`config.mk`:
```
export PLATFORM = sky130hd
export DESIGN_NAME = ssrsn_queue
export DESIGN_NICKNAME = d
export VERILOG_FILES = /design/src/rtl/ssrsn_pkg.sv /design/src/rtl/ssrsn_queue.sv
export SDC_FILE = /design/constraint.sdc
export NUM_CORES = 1
export LEC_CHECK = 0
export BUFFER_PORTS_ARGS = -buffer_cell sky130_fd_sc_hd__buf_2
export CAP_MARGIN = 20
export CORE_AREA = 2 2 152 303
export CTS_CLUSTER_SIZE = 25
export DETAILED_ROUTE_END_ITERATION = 7
export DIE_AREA = 0 0 154 305
export HOLD_SLACK_MARGIN = 0.03
export PLACE_DENSITY = 0.48
export SLEW_MARGIN = 25
export SYNTH_ARGS = -nofsm -noshare
export SYNTH_HDL_FRONTEND = slang
export SYNTH_SLANG_ARGS = --single-unit
```
`constraint.sdc`:
```
create_clock -name clk -period 3.8 [get_ports clk]
set_input_delay 0.19 -clock clk [delete_from_list [all_inputs] [get_ports clk]]
set_output_delay 0.19 -clock clk [all_outputs]
set_load 0.03 [all_outputs]
```
`src/rtl/ssrsn_pkg.sv`:
```
// ----------------------------------------------------------------------------
// ssrsn_pkg: shared constants, types and helpers
// Sizes of the stores, field widths and the command that moves from the
// front end to the back end through the queue.
// ----------------------------------------------------------------------------
package ssrsn_pkg;

  localparam int MAX_ROWS     = 1024;
  localparam int MAX_NONZEROS = 4096;

  localparam int ROW_W  = $clog2(MAX_ROWS);          // row index
  localparam int ROWC_W = $clog2(MAX_ROWS + 1);      // row count
  localparam int ADDR_W = $clog2(MAX_NONZEROS);      // entry address
  localparam int CNT_W  = $clog2(MAX_NONZEROS + 1);  // entry count

  localparam int VAL_W  = 32;
  localparam int COL_W  = 10;
  localparam int ROOT_W = 32;
  localparam int FRAC_W = 24;

  localparam int Q_DEPTH = 4;
  localparam int Q_PTR_W = $clog2(Q_DEPTH);
  localparam int Q_CNT_W = $clog2(Q_DEPTH + 1);

  localparam logic [ROOT_W-1:0] ROOT_SAT = {ROOT_W{1'b1}};

  typedef struct packed {
    logic [VAL_W-1:0]  value;
    logic [COL_W-1:0]  column;
    logic              do_root;
    logic              do_store;
    logic              do_close;
    logic              do_norm;
    logic [ROW_W-1:0]  row;
    logic [ADDR_W-1:0] store_addr;
    logic [CNT_W-1:0]  close_end;
    logic [ROWC_W-1:0] rows;
  } cmd_t;

  function automatic logic [VAL_W-1:0] magnitude(input logic [VAL_W-1:0] v);
    magnitude = v[VAL_W-1] ? (~v + VAL_W'(1)) : v;
  endfunction

endpackage

```
`src/rtl/ssrsn_queue.sv`:
```
// ----------------------------------------------------------------------------
// ssrsn_queue: command queue between front and back end
// Small first-in first-out store so that intake and work stall apart.
// ----------------------------------------------------------------------------
module ssrsn_queue (
  input  logic            clk,
  input  logic            rst,
  input  logic            push_valid,
  output logic            push_ready,
  input  ssrsn_pkg::cmd_t push_cmd,
  output logic            pop_valid,
  input  logic            pop,
  output ssrsn_pkg::cmd_t pop_cmd
);

  ssrsn_pkg::cmd_t                slots [ssrsn_pkg::Q_DEPTH];
  logic [ssrsn_pkg::Q_PTR_W-1:0]  wr_ptr;
  logic [ssrsn_pkg::Q_PTR_W-1:0]  rd_ptr;
  logic [ssrsn_pkg::Q_CNT_W-1:0]  count;
  logic                           do_push;
  logic                           do_pop;

  assign push_ready = count != ssrsn_pkg::Q_CNT_W'(ssrsn_pkg::Q_DEPTH);
  assign pop_valid  = count != '0;
  assign pop_cmd    = slots[rd_ptr];
  assign do_push    = push_valid && push_ready;
  assign do_pop     = pop && pop_valid;

  always_ff @(posedge clk) begin
    if (do_push) begin
      slots[wr_ptr] <= push_cmd;
    end
  end

  always_ff @(posedge clk) begin
    if (rst) begin
      wr_ptr <= '0;
      rd_ptr <= '0;
      count  <= '0;
    end else begin
      if (do_push) begin
        wr_ptr <= wr_ptr + ssrsn_pkg::Q_PTR_W'(1);
      end
      if (do_pop) begin
        rd_ptr <= rd_ptr + ssrsn_pkg::Q_PTR_W'(1);
      end
      count <= count + ssrsn_pkg::Q_CNT_W'(do_push) - ssrsn_pkg::Q_CNT_W'(do_pop);
    end
  end

endmodule

```
After elaboration in Yosys (flattened, before gate mapping)

Memories as Yosys holds them, arrays and structs flattened. A register that Yosys moved wholly into a read port is not among the register bits.
Cells that the tools add are included.

Bits in registers: 7
Bits in latches: 0
Memory bits (writable): 368
ROM bits: 0
Bits of input ports: 96
Output and inout bits: 94
Logic and storage cells: 16
Memories: 1

$add $sub $neg: 4
Multiply operators: 0
Div/mod/pow operators: 0
Magnitude comparators: 0
Equality and inequality tests: 1
Shifts and indexed selects: 0
Multiplexer cells: 4
Bitwise operators: 0
Reduce and logical (&&, ||, !) cells: 3

Memory list:

| memory | depth | width | rd ports | clocked after Yosys merged registers in | wr ports | line              | RTL |
|---|---|---|---|---|---|---|---|
| slots  | 4     | 92    | 1        | 1                                       | 1        | ssrsn_queue.sv:16 | `ssrsn_pkg::cmd_t slots [ssrsn_pkg::Q_DEPTH];` |

Operators by type and width:

| kind                                          | count |
|---|---|
| adder 2 x 1 -> 2 bit (second input constant)  | 2 |
| two-way mux 2 bit                             | 2 |
| adder 3 x 1 -> 3 bit                          | 1 |
| inequality test 3 bit (second input constant) | 1 |
| nonzero test 3 bit                            | 1 |
| subtractor 3 x 1 -> 3 bit                     | 1 |
| logical AND 1 bit                             | 2 |
| two-way mux 1 bit                             | 2 |

Longest topological paths before layout

Gate-level depths: netlist of the first run.

Word-level depth: 4
Mapped depth: 11
Gate-level depth less buffers: 11

Worst setup path before layout of the first run

OpenSTA, ideal clock, no wires.

Kind: reg-to-reg
From: register count[1] in the netlist's numbering
To: memory slots[2][0] in the netlist's numbering, enable pin
Setup time: 0.461 ns
Arrival time: 2.932 ns
Required time: 3.339 ns
Setup slack: 0.407 ns
Stages on the path, launching flop included: 4
Path buffers: 0
Clock period less this slack: 3.393 ns
Cell sequence: dfxtp_1 -> nor2_1 -> a21boi_2 -> and2_1

Cells in the longest elaborated chain, start to end: 4

RTL lines:

| what                                    | line              | RTL |
|---|---|---|
| start: declaration                      | ssrsn_queue.sv:19 | `logic [ssrsn_pkg::Q_CNT_W-1:0] count;` |
| start signal: assignment                | ssrsn_queue.sv:47 | `count <= count + ssrsn_pkg::Q_CNT_W'(do_push) - ssrsn_pkg::Q_CNT_W'(do_pop);` |
| inequality test 3 bit                   | ssrsn_queue.sv:23 | `assign push_ready = count != ssrsn_pkg::Q_CNT_W'(ssrsn_pkg::Q_DEPTH);` |
| logical AND 1 bit                       | ssrsn_queue.sv:26 | `assign do_push = push_valid && push_ready;` |
| two-way mux 1 bit                       | ssrsn_queue.sv:30 | `if (do_push) begin` |
| two-way mux 1 bit (not written as such) | ssrsn_queue.sv:31 | `slots[wr_ptr] <= push_cmd;` |
| end: declaration                        | ssrsn_queue.sv:16 |  |

No other way between the ends.

==> results of run 1 <==
## where the power goes
part           internal [mW]  leakage, nW  switching [mW]  total, mW
sequential              5.09         3.45           0.244       5.34
combinational           1.28         1.85            2.04       3.31
clock                   1.93        0.517            1.46       3.38
total                   8.30         5.81            3.73       12.0
## per-stage QoR
step                std cells  cell area [um^2]  hold slack [ns]
detailed placement       1269             15400            0.407
global route             1424             17500            0.140
global placement         1269             15400            0.401
finish                   1424             17500            0.138
floorplan                 529             13700            0.289
CTS                      1424             17500            0.107
## layer usage
layer	wire length (um)	track usage (%)
met1	11600	14.8
met2	14400	21.3
met3	2250	3.82
met4	653	3.69
met5	0	0
## cell type report
type / count / share of cell area, %
Inverter: 5 / 0.107
Clock inverter: 13 / 0.681
Timing Repair Buffer: 294 / 11.8
Multi-Input combinational cell: 126 / 13.4
Tap cell: 560 / 4.01
Clock buffer: 49 / 5.56
Sequential cell: 377 / 64.4
## repair_timing
action,CTS,global route
buffers inserted,0,0
hold buffers,93,0
hold endpoints to repair,375,0
## cells in the final DEF (no fill, tap or decap), drive strengths merged, types with 2 or more instances in the layout
cell / instances
edfxtp: 368
buf: 201
dlygate4sd3: 93
mux4: 92
clkbuf: 49
dfxtp: 9
nor2: 8
clkinv: 7
ha: 6
inv: 6
and2: 5
clkinvlp: 3
xor2: 2
nand2b: 2
bufinv: 2
## path summary, 6_finish.rpt
check / to / slack (ns) / start
worst min register to register: wr_ptr[1] / 0.52 / wr_ptr[1]
worst max register to register: count[2] / 1.39 / count[1]
worst max-delay path: pop_cmd[24] / 1.12 / flip-flop
worst min-delay path: rd_ptr[1] / 0.14 / pop
## registers in the layout, summed over array words and instances (netlist names), named ones only
| name | count |
|---|---|
| wr_ptr | 2 |
| rd_ptr | 2 |
| count | 3 |
| slots | 368 |
## worst max-delay path, cell delays in order, from the launching register on
cell and delay (ns):
dfxtp_4 0.89, buf_12 0.30, mux4_2 0.56, buf_2 0.20
## cells by family (layout without fill, tap and decap cells)
| family | Yosys count | count (layout) |
|---|---|---|
| fa+ha+maj | 7 | 7 |
| compound gates | 3 | 3 |
| simple gates | 19 | 19 |
| mux | 94 | 94 |
| buf+inv | 26 | 361 |
| flops | 377 | 377 |
| xor+xnor | 3 | 3 |
==> metrics.yaml, run 1 <==
status: "completed"
reg2regPathDepth: 11
numCtsBuffers: 36
synth_compound_area_share_pct: 0.209
n_fill_cell: 4001
synth_cell_types: 23
fin_util_pct: 39.0
synthTopCellsByArea: "edfxtp_1 80%, mux4_2 15%, dfxtp_1 1.3%"
antenna_found_initial: 0
maxCapViolations: 0
min_period_ns: 2.68
grt_pass1_wl_mm: 44.0
wl_per_cell_um: 20.3
hp-class: "in -> reg"
yosys.area.top_type: "edfxtp_1"
fmax_ghz: 0.374
ant_nets: 0
synth_area_mm2: 0.0137
synth-xor-area-share_pct: 0.191
synth_nets: 632
post-route-drc-count: 0
vias: 6486
insertion_delay_ns: 0.51
cp_data_required_time_ns: 3.61
setup_viol_count_final: 0
min_delay_path_depth: 4
grt_util_all_layers_pct: 12.4
drt_iter0_drc: 311
finalCritPeriodShare_pct: 70.4
fin_tns_setup_ns: 0
initial_core_util_pct: 30.7
path_class: "reg -> out"
cts.sinks: 377
rsz0062_at_grt: "no"
netlist_instances: 529
arrival_ns: 2.49
start_kind: "flip-flop"
core_mm2: 0.0447
ys_async_sr_fraction_pct: 0
endpoint_kind: "primary output"
worst_pin_slew_ns: 0.809
die_y_um: 305
syn_to_final_growth_pct: 27.0
fin_ws_ns: 1.12
regArea_mm2: 0.0112
grt_pass1_vias: 7297
place_ws_ns: 1.38
ys_warn_count: 0
ys.flop_type: "edfxtp_1"
yosysSeqAreaShare_pct: 81.7
drive_gt1_share_pct: 39.9
num_rows: 110
report.final.slew_viol_count: 0
peakVddDrop_mv: 0.388
synth.top_cell.area_share_pct: 80.4
port_buffers: 189
synth_commonest_cells: "368 x edfxtp_1, 92 x mux4_2, 9 x buf_2, 9 x buf_6, 9 x dfxtp_1"
path_max_fanout: 34
antennaDiodeCount: 0
synth-seq-cells: 377
cts_tree: "built"
p_leak_nw: 5.81
hold_viol: 0
synthAdderAreaFrac_pct: 0.692
cts_resized: 0
vias_per_cell: 4.55
place_hpwl_mm: 16.8
drt-total-wl_mm: 28.9
synth_top_family_by_area: "multiplexers"
skew_ns: 0.0131
synthMuxAreaShare_pct: 15.2
yosys.area_share.simple_pct: 0.692
max-slew-margin-rel_pct: 46.1
gp_congestion: 0.669
ioPinCount: 190
total_power_mw: 12.0
drtPass1Iterations: 4
die_x_um: 154
path_clk_slew_ns: 0.06
grt_max_degree: 58
grt_overflow: 0
clock_path_buffers: 3
power_density_mw_per_mm2: 689
synth_most_common_cell: "edfxtp_1"
syn_area_per_cell_um2: 26.0
multiInputGateArea_mm2: 0.00235
h-tree-depth: 2
clockRootBuffer: "clkbuf_16"
synth_edf_count: 368
die_area_mm2: 0.0470
fin_nets: 943
Power figures use the tool's default switching activity.
==> run 2: changes to the inputs <==
Clock period 3.8 ns to 2.5 ns, I/O delays scaled along.
==> metrics.yaml, run 2 (synthesized netlist as in run 1, its figures left out) <==
place_hpwl_mm: 16.6  # was 16.8 mm
drive_gt1_share_pct: 41.6  # was 39.9%
regMostFlops: "slots"  # unchanged
final_common_cell: "edfxtp_1"  # unchanged
report.final.slew_viol_count: 0  # unchanged
die_x_um: 154  # unchanged
ioPinCount: 190  # unchanged
path_clk_slew_ns: 0.06  # about the same
syn_to_final_growth_pct: 28.6  # was 27.0%
rsz0062_at_grt: "no"  # unchanged
peakVddDrop_mv: 0.716  # was 0.388 mV
cts_setup_buffers: 0  # unchanged
gp_congestion: 0.656  # was 0.669
cts_tree: "built"  # unchanged
top_regs: "slots x368, count x3"  # unchanged
fin_tns_setup_ns: 0  # unchanged
power_density_mw_per_mm2: 1050  # was 689 mW/mm^2
fin_nets: 952  # was 943
vias: 6483  # was 6486
die_area_mm2: 0.0470  # unchanged
holdWs_ns: 0.0690  # was 0.138 ns
p_leak_nw: 5.93  # was 5.81 nW
grt_pass1_vias: 7378  # was 7297
hp-class: "in -> reg"  # unchanged
setup_viol_count_final: 0  # unchanged
drtPass1Iterations: 4  # unchanged
min_delay_path_depth: 4  # unchanged
endpoint_kind: "primary output"  # unchanged
reg2reg_slack_ns: 0.26  # was 1.39 ns
status: "completed"  # unchanged
initial_core_util_pct: 30.7  # unchanged
r2r_end: "count[2]"  # unchanged
port_buffers: 189  # unchanged
max-slew-margin-rel_pct: 68.1  # was 46.1%
fmax_ghz: 0.447
cp_data_required_time_ns: 2.38  # was 3.61 ns
reg2reg_from: "count[0]"  # was count[1]
grt_max_degree: 52  # was 58
maxCapViolations: 0  # unchanged
clock_path_buffers: 3  # unchanged
post-route-drc-count: 0  # unchanged
core_mm2: 0.0447  # unchanged
min_period_ns: 2.24
layout_common_cells: "368 x edfxtp_1, 189 x buf_2, 93 x dlygate4sd3_1"  # unchanged
hold_viol: 0  # unchanged
drt-total-wl_mm: 28.6  # was 28.9 mm
grt_util_all_layers_pct: 12.3  # was 12.4%
insertion_delay_ns: 0.53  # was 0.51 ns
die_y_um: 305  # unchanged
fin_util_pct: 39.5  # was 39.0%
start_kind: "flip-flop"  # unchanged
clockRootBuffer: "clkbuf_16"  # unchanged
finalCritPeriodShare_pct: 89.5
grt_pass1_wl_mm: 43.6  # was 44.0 mm
reg2regPathDepth: 11  # unchanged
worst_pin_slew_ns: 0.473  # was 0.809 ns
grt_overflow: 0  # unchanged
h-tree-depth: 2  # unchanged
hold_end: "rd_ptr[1]"  # unchanged
antennaDiodeCount: 0  # unchanged
largest_reg_flops: 368  # unchanged
path_max_fanout: 50  # was 34
design_area_mm2: 0.0177  # was 0.0175 mm^2
antenna_found_initial: 1  # was 0
total_power_mw: 18.5  # was 12.0 mW
wl_per_cell_um: 19.9  # was 20.3 um
arrival_ns: 2.11  # was 2.49 ns
cts.sinks: 377  # unchanged
skew_ns: 0.0157  # was 0.0131 ns
numCtsBuffers: 36  # unchanged
min_from: "pop"  # unchanged
num_rows: 110  # unchanged
ant_nets: 0  # unchanged
place_area_mm2: 0.0156  # was 0.0154 mm^2
drt_iter0_drc: 405  # was 311
vias_per_cell: 4.51  # was 4.55
path_class: "reg -> out"  # unchanged
## run 2: cell types whose count changed in the layout (fill, tap and decap cells not counted), sizes merged
cell and change:
clkinv +10, clkbuf -6, bufinv +1, clkinvlp -1
buf +9, inv -1
## run 2: where the power goes
group / total (mW) / internal (mW) / switching, mW
registers: 7.96 / 7.74 / 0.215
logic: 5.21 / 1.97 / 3.24
clock network: 5.38 / 3.09 / 2.29
## run 2: final cells by class
class,count,area (um^2)
fillers,4037,27000
flip-flops and latches,377,11200
multi-input cells,126,2350
repair buffers,303,2210
clock buffers,43,970
well taps,560,701
clock inverters,22,196
inverters,5,18.8
## run 2: worst max-delay path, cell delays in order (launching register included)
cell,delay [ns]
dfxtp_4,0.37
buf_12,0.39
mux4_2,0.59
buf_2,0.20
## run 2: worst max-delay path by stage
| stage | startpoint | endpoint | cells after the start | slack, ns |
|---|---|---|---|---|
| 6_report | flip-flop | pop_cmd[55] | 3 | 0.26 |
| 5_1_grt | count[1] | count[2] | 11 | 0.08 |
| 4_1_cts | count[1] | count[2] | 11 | 0.17 |
| 3_5_place_dp | count[1] | count[2] | 11 | 0.20 |
| 3_3_place_gp | count[1] | count[2] | 11 | 0.37 |
| 2_1_floorplan | count[1] | slots[1][0] | 3 | 0.12 |
## run 2: metal layers
| metal | GRT usage, % | up-vias | part of all wire, % |
|---|---|---|---|
| li1 | - | 2909 | - |
| met1 | 14.7 | 3316 | 41 |
| met2 | 21.2 | 217 | 50 |
| met3 | 3.47 | 39 | 6.7 |
| met4 | 4.09 | 2 | 2.3 |
| met5 | 0 | - | 0.045 |
## run 2: through the flow
stage	setup slack, ns	std cells
detailed placement	0.198	1278
global route	0.0830	1436
floorplan	0.117	529
global placement	0.369	1278
finish	0.263	1436
CTS	0.174	1436
## run 2: what timing repair did
item | in CTS | in global routing
endpoints found under the hold margin | 377 | 0
endpoints found under the setup margin | 0 | 1
gates resized for setup | 0 | 1
hold buffers | 93 | 0
