$ cat src/rtl/ssrsn_pkg.sv
// ----------------------------------------------------------------------------
// ssrsn_pkg: shared constants, types and helpers
// Sizes of the stores, field widths and the command that moves from the
// front end to the back end through the queue.
// ----------------------------------------------------------------------------
package ssrsn_pkg;

  localparam int MAX_ROWS     = 1024;
  localparam int MAX_NONZEROS = 4096;

  localparam int ROW_W  = $clog2(MAX_ROWS);          // row index
  localparam int ROWC_W = $clog2(MAX_ROWS + 1);      // row count
  localparam int ADDR_W = $clog2(MAX_NONZEROS);      // entry address
  localparam int CNT_W  = $clog2(MAX_NONZEROS + 1);  // entry count

  localparam int VAL_W  = 32;
  localparam int COL_W  = 10;
  localparam int ROOT_W = 32;
  localparam int FRAC_W = 24;

  localparam int Q_DEPTH = 4;
  localparam int Q_PTR_W = $clog2(Q_DEPTH);
  localparam int Q_CNT_W = $clog2(Q_DEPTH + 1);

  localparam logic [ROOT_W-1:0] ROOT_SAT = {ROOT_W{1'b1}};

  typedef struct packed {
    logic [VAL_W-1:0]  value;
    logic [COL_W-1:0]  column;
    logic              do_root;
    logic              do_store;
    logic              do_close;
    logic              do_norm;
    logic [ROW_W-1:0]  row;
    logic [ADDR_W-1:0] store_addr;
    logic [CNT_W-1:0]  close_end;
    logic [ROWC_W-1:0] rows;
  } cmd_t;

  function automatic logic [VAL_W-1:0] magnitude(input logic [VAL_W-1:0] v);
    magnitude = v[VAL_W-1] ? (~v + VAL_W'(1)) : v;
  endfunction

endpackage

$ cat src/rtl/ssrsn_front.sv
// ----------------------------------------------------------------------------
// ssrsn_front: item intake and classification
// Tracks rows and entries of the matrix being loaded and turns each item
// into a command for the back end.
// ----------------------------------------------------------------------------
module ssrsn_front (
  input  logic                            clk,
  input  logic                            rst,
  input  logic                            item_valid,
  output logic                            item_ready,
  input  logic [ssrsn_pkg::VAL_W-1:0]     entry_value,
  input  logic [ssrsn_pkg::COL_W-1:0]     column_index,
  input  logic                            row_last,
  input  logic                            matrix_last,
  output logic                            cmd_valid,
  input  logic                            cmd_ready,
  output ssrsn_pkg::cmd_t                 cmd
);

  logic [ssrsn_pkg::ROWC_W-1:0] row_count;
  logic [ssrsn_pkg::CNT_W-1:0]  entry_count;
  logic                         in_row;
  logic                         active;
  logic                         accept;
  logic [ssrsn_pkg::CNT_W-1:0]  entry_count_next;

  assign item_ready = cmd_ready;
  assign cmd_valid  = item_valid;
  assign accept     = item_valid && cmd_ready;

  always_comb begin
    active           = row_count < ssrsn_pkg::ROWC_W'(ssrsn_pkg::MAX_ROWS);
    cmd.value        = entry_value;
    cmd.column       = column_index;
    cmd.do_root      = active && !in_row;
    cmd.do_store     = active && (entry_count < ssrsn_pkg::CNT_W'(ssrsn_pkg::MAX_NONZEROS));
    cmd.do_close     = active && (row_last || matrix_last);
    cmd.do_norm      = matrix_last;
    cmd.row          = row_count[ssrsn_pkg::ROW_W-1:0];
    cmd.store_addr   = entry_count[ssrsn_pkg::ADDR_W-1:0];
    entry_count_next = entry_count + ssrsn_pkg::CNT_W'(cmd.do_store);
    cmd.close_end    = entry_count_next;
    cmd.rows         = row_count + ssrsn_pkg::ROWC_W'(cmd.do_close);
  end

  always_ff @(posedge clk) begin
    if (rst) begin
      row_count   <= '0;
      entry_count <= '0;
      in_row      <= 1'b0;
    end else if (accept) begin
      if (matrix_last) begin
        row_count   <= '0;
        entry_count <= '0;
        in_row      <= 1'b0;
      end else begin
        row_count   <= cmd.rows;
        entry_count <= entry_count_next;
        if (active) begin
          in_row <= !cmd.do_close;
        end
      end
    end
  end

endmodule

$ cat config.mk
export PLATFORM = sky130hd
export DESIGN_NAME = ssrsn_front
export DESIGN_NICKNAME = d
export VERILOG_FILES = /design/src/rtl/ssrsn_pkg.sv /design/src/rtl/ssrsn_front.sv
export SDC_FILE = /design/constraint.sdc
export NUM_CORES = 1
export LEC_CHECK = 0
export ABC_CLOCK_PERIOD_IN_PS = 2330
export BUFFER_PORTS_ARGS = -buffer_cell sky130_fd_sc_hd__buf_2
export CAP_MARGIN = 20
export CORE_MARGIN = 5
export CORE_UTILIZATION = 42
export DETAILED_ROUTE_END_ITERATION = 8
export PLACE_DENSITY = 0.93
export SLEW_MARGIN = 5
export SYNTH_ARGS = -nofsm -noshare
export SYNTH_HDL_FRONTEND = slang
export SYNTH_SLANG_ARGS = --single-unit
$ cat constraint.sdc
create_clock -name clk -period 2.33 [get_ports clk]
set_clock_uncertainty 0.2 [all_clocks]
set_input_delay 0 -clock clk [delete_from_list [all_inputs] [get_ports clk]]
set_output_delay 0 -clock clk [all_outputs]
set_load 0.01 [all_outputs]
== Word level (Yosys, flattened, before mapping) ==
Index checks and enable logic that the tools add are counted.

* Bits in registers: 25
* Input bits: 48
* Output and inout bits: 94
* Word-level logic and storage cells: 20

* $add $sub $neg: 2
* Magnitude comparators: 2
* Muxes and demuxes: 4
* Reduce and logical (&&, ||, !) cells: 9

{| class="wikitable"
|+ Operators with widths
! operator !! number
|-
| $add 13x1->13 || 1
|-
| $lt 13x13->1 const B || 1
|-
| $mux 13 || 1
|-
| $add 11x1->11 || 1
|-
| $lt 11x11->1 const B || 1
|-
| $mux 11 || 1
|-
| $logic_and 1x1->1 || 4
|-
| $logic_not 1->1 || 2
|-
| $mux 1 || 2
|-
| $reduce_and 2->1 || 1
|-
| $reduce_bool 2->1 || 1
|-
| $logic_or 1x1->1 || 1
|}

== Longest topological paths before layout ==
Gate-level depths: netlist of run 1.

* Word-level depth: 5
* Mapped depth: 10
* Depth with buffers taken out: 8

== Least setup slack after synthesis of run 1 ==
No wires, ideal clock.

* Path type: register to register
* From: register row_count[10] in the netlist's numbering
* To: register entry_count[12] in the netlist's numbering
* Setup time: 73 ps
* Arrival: 2035 ps
* Slack: 21 ps
* Cell stages (with the launch flop): 10
* Period minus slack after synthesis: 2309 ps
* Path through: dfxtp_1 -> clkbuf_1 -> nor2_1 -> ha_1 -> ha_1 -> and4_1 -> buf_4 -> nand2b_4 -> or4_4 -> o211ai_2

{| class="wikitable"
|+ RTL lines
! element !! line !! text
|-
| start: declaration || ssrsn_front.sv:20 || <nowiki>logic [ssrsn_pkg::ROWC_W-1:0] row_count;</nowiki>
|-
| start signal: assignment || ssrsn_front.sv:57 || <nowiki>row_count <= cmd.rows;</nowiki>
|-
| end signal: assignment || ssrsn_front.sv:58 || <nowiki>entry_count <= entry_count_next;</nowiki>
|-
| end: declaration || ssrsn_front.sv:21 || <nowiki>logic [ssrsn_pkg::CNT_W-1:0] entry_count;</nowiki>
|}

==> key figures, run 1 <==
Floorplan
  • Row cnt: 25
  • Die area: 6320 sq um
  • Die Y: 79.5 um
  • Initial Util: 43.2%
  • Core ar.: 4690 sq um
  • DIE WIDTH: 79.5 um
  • I/O pin count: 142

Route
  • Pre-antenna DRT Iters: 5
  • Antenna Violating Nets Remaining: 0
  • DRT Wirelength: 5.51 mm
  • Vias per inst: 5.59
  • Via count: 1888
  • Routed length per instance: 16.3 um
  • Initial DRC Count: 156
  • Remaining DRCs: 0

Power and ir drop
  • Maximum vdd ir drop: 0.000165 V
  • Power density over cell area: 356 nW/um^2
  • Leakage power: 1.07 nW
  • PnR Total Power: 851 uW

Clock network
  • H-tree Lvls: 1
  • Cts bufs inserted: 3
  • Root Buffer Master: clkbuf_8
  • CTS Buffer Depth: 2
  • Clk pin slew, worst setup/hold paths: 90 ps
  • Clk_lat worst skew: 270 ps
  • Clock sinks: 25
  • CTS tree: done

Synthesis
  • Synth cell count leaders: buf_4 (68), dfxtp_1 (25), nor2_1 (21)
  • Most numerous cell in the Yosys netlist: buf_4
  • Yosys cell types: 39
  • Post-synthesis simple-gate area fraction: 22.2%
  • Synth Instances: 256
  • Largest family of logic cells by synthesized area: buffers and inverters
  • Avg Inst Size Synth: 7.92 sq um
  • Post-Synth Adder-Cell Area: 2.47%
  • Synth area leaders: buf_4 (25%), dfxtp_1 (25%), xnor2_1 (5.2%)
  • Synth warn: 0
  • Largest area contributor in the netlist: buf_4
  • Post-Syn Area: 2030 sq um
  • Yosys top cell area share: 25.2%
  • Top_reg_cell synth: dfxtp_1
  • Fraction of registers with async set/reset: 0%
  • Synthesized-area fraction occupied by xor and xnor cells: 8.64%
  • Sequential share of the synthesized area: 24.7%
  • Post-synthesis mux area share: 0.494%
  • Net Count, Synth: 308
  • Compound-cell area share of the yosys netlist: 13.4%
  • Number of synthesized flops with an enable pin: 0
  • Flop and latch count out of synthesis: 25

Worst setup path
  • Max incr delay on CP: 330 ps
  • CP endpoint kind: primary output
  • CP Class: reg2out
  • CP Max Fanout: 7
  • Critical path arrival: 2100 ps
  • CP required: 2130 ps
  • Largest delay contributor family on the critical path: simple AND/OR/NAND/NOR gates
  • Slowest cell on crit path: dfxtp_1
  • CP startpoint kind: register
  • Cell-by-cell trace of the critical path: buf_4 -> nor2_2 -> ha_2 -> ha_4 -> nand3_2 -> nor3_4 -> xor2_1 -> buf_2
  • Worst Path Buf+Inv: 2

Layout
  • Filler cell count: 428
  • Fin nets: 337
  • Seq. cell area: 502 sq um
  • Final core utilization: 50.9%
  • Fin area: 2390 sq um
  • Diodes inserted: 0
  • Footprint of the multi-input gates: 1010 sq um
  • Area grow syn2layout: 17.8%
  • Share of layout cells above drive strength 1: 28.9%

Placed design
  • Port Buffer Count: 57
  • Placed cell areas: 1830 sq um
  • Final Wtd Congestion: 0.879
  • Detailed placer's ending HPWL: 3.54 mm

Global routing
  • Vias in the first global route: 1805
  • Initial antenna violation count: 0
  • GRT Util Overall: 16.2%
  • Largest net degree at the start of global routing: 25
  • Grt total ovfl: 0
  • First-pass GRT wire length: 8.38 mm

STA
  • Final hold vios: 0
  • Min cycle time layout: 2300 ps
  • Final setup fails: 0
  • Actual slew at the worst max-slew pin: 493 ps
  • Final hold slack: 50.5 ps
  • Fmax: 435 MHz
  • Fin crit share: 98.7%
  • Max_slew headroom: 67.0%
  • Pins Over Slew Limit: 0

Flow run
  • Max_cap viols: 0

Run status
  • Outcome: completed

Hold path
  • Min-delay worst type: in2out
-- cell type report --
type                            instances  area share [%]
Clock buffer                            4            1.88
Sequential cell                        25            21.0
Tap cell                               54            2.83
Multi-Input combinational cell        149            42.3
Timing Repair Buffer                  106            32.0
-- report_power, final --
group	switching [mW]	total, mW	internal, mW
Clock	0.140	0.262	0.122
Combinational	0.0819	0.158	0.0758
Sequential	0.00204	0.431	0.429
-- kinds of logic after synthesis --
| family | Yosys count |
|---|---|
| DFF | 25 |
| muxes | 1 |
| buffers and inverters | 82 |
| and+or+nand+nor | 80 |
| AOI/OAI and AO/OA | 44 |
| xor gates and xnor gates | 20 |
| adders and majority gates | 4 |
-- worst register-to-register path: stages (launching register included) --
cell and delay [ps]:
dfxtp_1 330, buf_4 160, nor2_2 130, ha_2 220, ha_4 170, nand3_2 160
nor3_4 270, buf_4 140, mux2i_1 170, a21oi_1 80
-- stage by stage --
stage          setup WS [ps]  setup TNS [ps]  std cells
2_1_floorplan           21.4               0        256
3_3_place_gp             149               0        288
3_5_place_dp            72.1               0        288
4_1_cts                 14.8               0        337
5_1_grt                -23.1           -23.1        338
6_report                31.4               0        338
-- repair_timing --
action | 4_1_cts | 5_1_grt
pin swaps | 1 | 2
buffers inserted | 0 | 1
hold endpoints to repair | 61 | 0
gates resized for setup | 5 | 11
hold buffers | 45 | 0
setup endpoints to repair | 3 | 6
-- worst paths after layout --
check                             startpoint                    endpoint  slack [ps]  cells after the start
hold / removal                     cmd_ready                  item_ready          50                      2
setup / recovery  row_count[10]$_SDFFE_PP0P_                     cmd[10]          30                      8
hold reg to reg    row_count[0]$_SDFFE_PP0P_   row_count[0]$_SDFFE_PP0P_         340                      2
setup reg to reg  row_count[10]$_SDFFE_PP0P_  row_count[10]$_SDFFE_PP0P_         180                      9
-- routing by layer --
metal	track usage, %	vias to the layer above	part of all wire [%]
li1	-	876	-
met1	19.8	861	39
met2	26.4	142	48
met3	5.19	9	12
met4	6.01	0	1.5
met5	0	-	0
-- sequential cells by signal (all words and copies together), names as in the netlist --
| signal | flops |
|---|---|
| entry_count | 13 |
| row_count | 11 |
| in_row | 1 |
-- cells in the final DEF (no fill, tap or decap), types with 2 or more instances in the layout --
cell / synthesis / final
nor2_2: 0 / 3
clkbuf_8: 0 / 3
a21oi_1: 14 / 14
nand3b_1: 2 / 2
nor3b_1: 5 / 5
and3_1: 4 / 3
buf_4: 68 / 4
nand3_1: 10 / 9
nand3_2: 1 / 2
ha_2: 0 / 3
nand2_1: 10 / 10
o21ai_1: 10 / 10
and2_1: 2 / 2
o31ai_1: 2 / 2
nand4_1: 4 / 4
nor2_1: 21 / 18
buf_2: 6 / 57
a31oi_1: 6 / 6
a22oi_1: 6 / 6
nor4_1: 2 / 2
dlygate4sd3_1: 0 / 45
xnor2_1: 12 / 12
xor2_1: 8 / 8
or3_1: 8 / 8
dfxtp_1: 25 / 24
No activity file was read; power rests on OpenSTA's default activity.
==> run 2, diff against run 1 <==
--- a/config.mk
+++ b/config.mk
@@ -9,9 +9,10 @@
 export BUFFER_PORTS_ARGS = -buffer_cell sky130_fd_sc_hd__buf_2
 export CAP_MARGIN = 20
 export CORE_MARGIN = 5
-export CORE_UTILIZATION = 42
+export CORE_UTILIZATION = 43
+export CTS_BUF_LIST = sky130_fd_sc_hd__clkbuf_4
 export DETAILED_ROUTE_END_ITERATION = 8
-export PLACE_DENSITY = 0.93
+export PLACE_DENSITY = 0.94
 export SLEW_MARGIN = 5
 export SYNTH_ARGS = -nofsm -noshare
 export SYNTH_HDL_FRONTEND = slang
==> key figures, run 2 (same netlist as run 1, synthesis figures left out) <==
Run status
  • Outcome: completed

Power and ir drop
  • Combinational power share: 19.7%
  • Switch share: 27.3%
  • Leakage power: 1.10 nW
  • Flop pwr share: 53.6%
  • Switching pwr: 220 uW
  • PnR Total Power: 806 uW
  • Power density over cell area: 333 nW/um^2
  • Maximum vdd ir drop: 0.000157 V
  • Clock power frac: 26.7%
  • P_int: 586 uW

Layout
  • Area grow syn2layout: 19.4%
  • Max FFs per register: 13
  • Fin nets: 341
  • Final core utilization: 52.0%
  • Commonest non-fill, non-tap cell in the layout: buf_2
  • Biggest register: entry_count
  • Most frequent cells in the layout: buf_2 (57), dlygate4sd3_1 (45), dfxtp_1 (24)
  • Share of layout cells above drive strength 1: 29.9%
  • Fin area: 2420 sq um
  • Top Registers: entry_count: 13 flops, row_count: 11 flops, in_row: 1 flops
  • Diodes inserted: 0
  • Final Non-Filler Cells: 342

Route
  • Pre-antenna DRT Iters: 5
  • Vias per inst: 5.65
  • Routed length per instance: 16.0 um
  • Antenna Violating Nets Remaining: 0
  • DRT Wirelength: 5.47 mm
  • Remaining DRCs: 0
  • Initial DRC Count: 177
  • Via count: 1933

Global routing
  • Initial antenna violation count: 0
  • First-pass GRT wire length: 7.91 mm
  • Vias in the first global route: 1737
  • Largest net degree at the start of global routing: 24
  • Grt total ovfl: 0
  • GRT Util Overall: 15.6%

Worst setup path
  • CP required: 2130 ps
  • Slowest cell on crit path: dfxtp_1
  • CP endpoint kind: primary output
  • CP startpoint kind: register
  • Critical path arrival: 2070 ps
  • Max incr delay on CP: 360 ps
  • CP Class: reg2out
  • CP Max Fanout: 6
  • Cell-by-cell trace of the critical path: buf_4 -> nor2_2 -> ha_2 -> ha_4 -> nand3_4 -> nor3_4 -> xor2_1 -> buf_2

Clock network
  • Clk pin slew, worst setup/hold paths: 140 ps
  • Root Buffer Master: clkbuf_4
  • CTS tree: done
  • Cts bufs inserted: 3
  • CTS Buffer Depth: 2
  • Clk_lat worst skew: 330 ps
  • Clock sinks: 25
  • H-tree Lvls: 1

Floorplan
  • DIE WIDTH: 78.7 um
  • Row cnt: 25
  • Die Y: 78.7 um
  • Die area: 6190 sq um
  • I/O pin count: 142
  • Core ar.: 4660 sq um
  • Initial Util: 43.5%

STA
  • Min cycle time layout: 2270 ps
  • Pins Over Slew Limit: 0
  • Max_slew headroom: 69.1%
  • Fmax: 440 MHz
  • RSZ-0062 raised after global routing: true
  • Final hold vios: 0
  • Actual slew at the worst max-slew pin: 461 ps
  • Final setup fails: 0
  • Fin crit share: 97.6%
  • Setup WS post-layout: 55.6 ps
  • Post-route setup TNS: 0 ps
  • Final hold slack: 24.4 ps

Placed design
  • Detailed placer's ending HPWL: 3.55 mm
  • Number of placed cells counting well taps: 290
  • Placed cell areas: 1850 sq um
  • Place WS: 47.0 ps
  • Port Buffer Count: 57
  • Final Wtd Congestion: 0.869

Flow run
  • Max_cap viols: 0

Hold path
  • Min-delay worst type: in2reg
==> run 2: area by class of cell <==
cell class	instances	area (sq um)
fillers	423	2240
repair buffers	110	796
clock buffers	4	30.0
flip-flops and latches	25	502
multi-input cells	149	1030
well taps	54	67.6
==> run 2: power by group through the flow <==
stage	combinational [mW]	sequential, mW	clock, mW
floorplan	0.122	0.441	0
global placement	0.0699	0.441	0
detailed placement	0.0717	0.441	0
CTS	0.157	0.432	0.214
global route	0.171	0.433	0.225
finish	0.159	0.432	0.215
==> run 2: path summary, 6_finish.rpt <==
check                                             startpoint                            to  slack [ps]  cells after the start
worst max-delay path              row_count[10]$_SDFFE_PP0P_                       cmd[10]          60                      8
worst min-delay path                               cmd_ready    row_count[10]$_SDFFE_PP0P_          20                      5
worst max register to register    row_count[10]$_SDFFE_PP0P_    row_count[10]$_SDFFE_PP0P_         130                     10
worst min register to register  entry_count[12]$_SDFFE_PP0P_  entry_count[12]$_SDFFE_PP0P_         350                      2
==> run 2: per-layer routing <==
layer	global-route usage (%)	part of all wire, %
met5	0	0
met1	19.9	40
met4	6.99	2.0
met3	3.78	11
met2	24.7	47
==> run 2: timing repair <==
item,in CTS,in global routing
hold endpoints to repair,61,0
hold buffers,45,0
endpoints found under the setup margin,6,5
gates resized for setup,9,9
buffers inserted,1,2
pin swaps,2,3
==> run 2: worst max-delay path, delay by kind of cell (launching register included) <==
kind          cells  cell delay [ps]
simple gates      3              470
fa+ha+maj         2              380
flops             1              360
buf+inv           2              320
xor+xnor          1              200
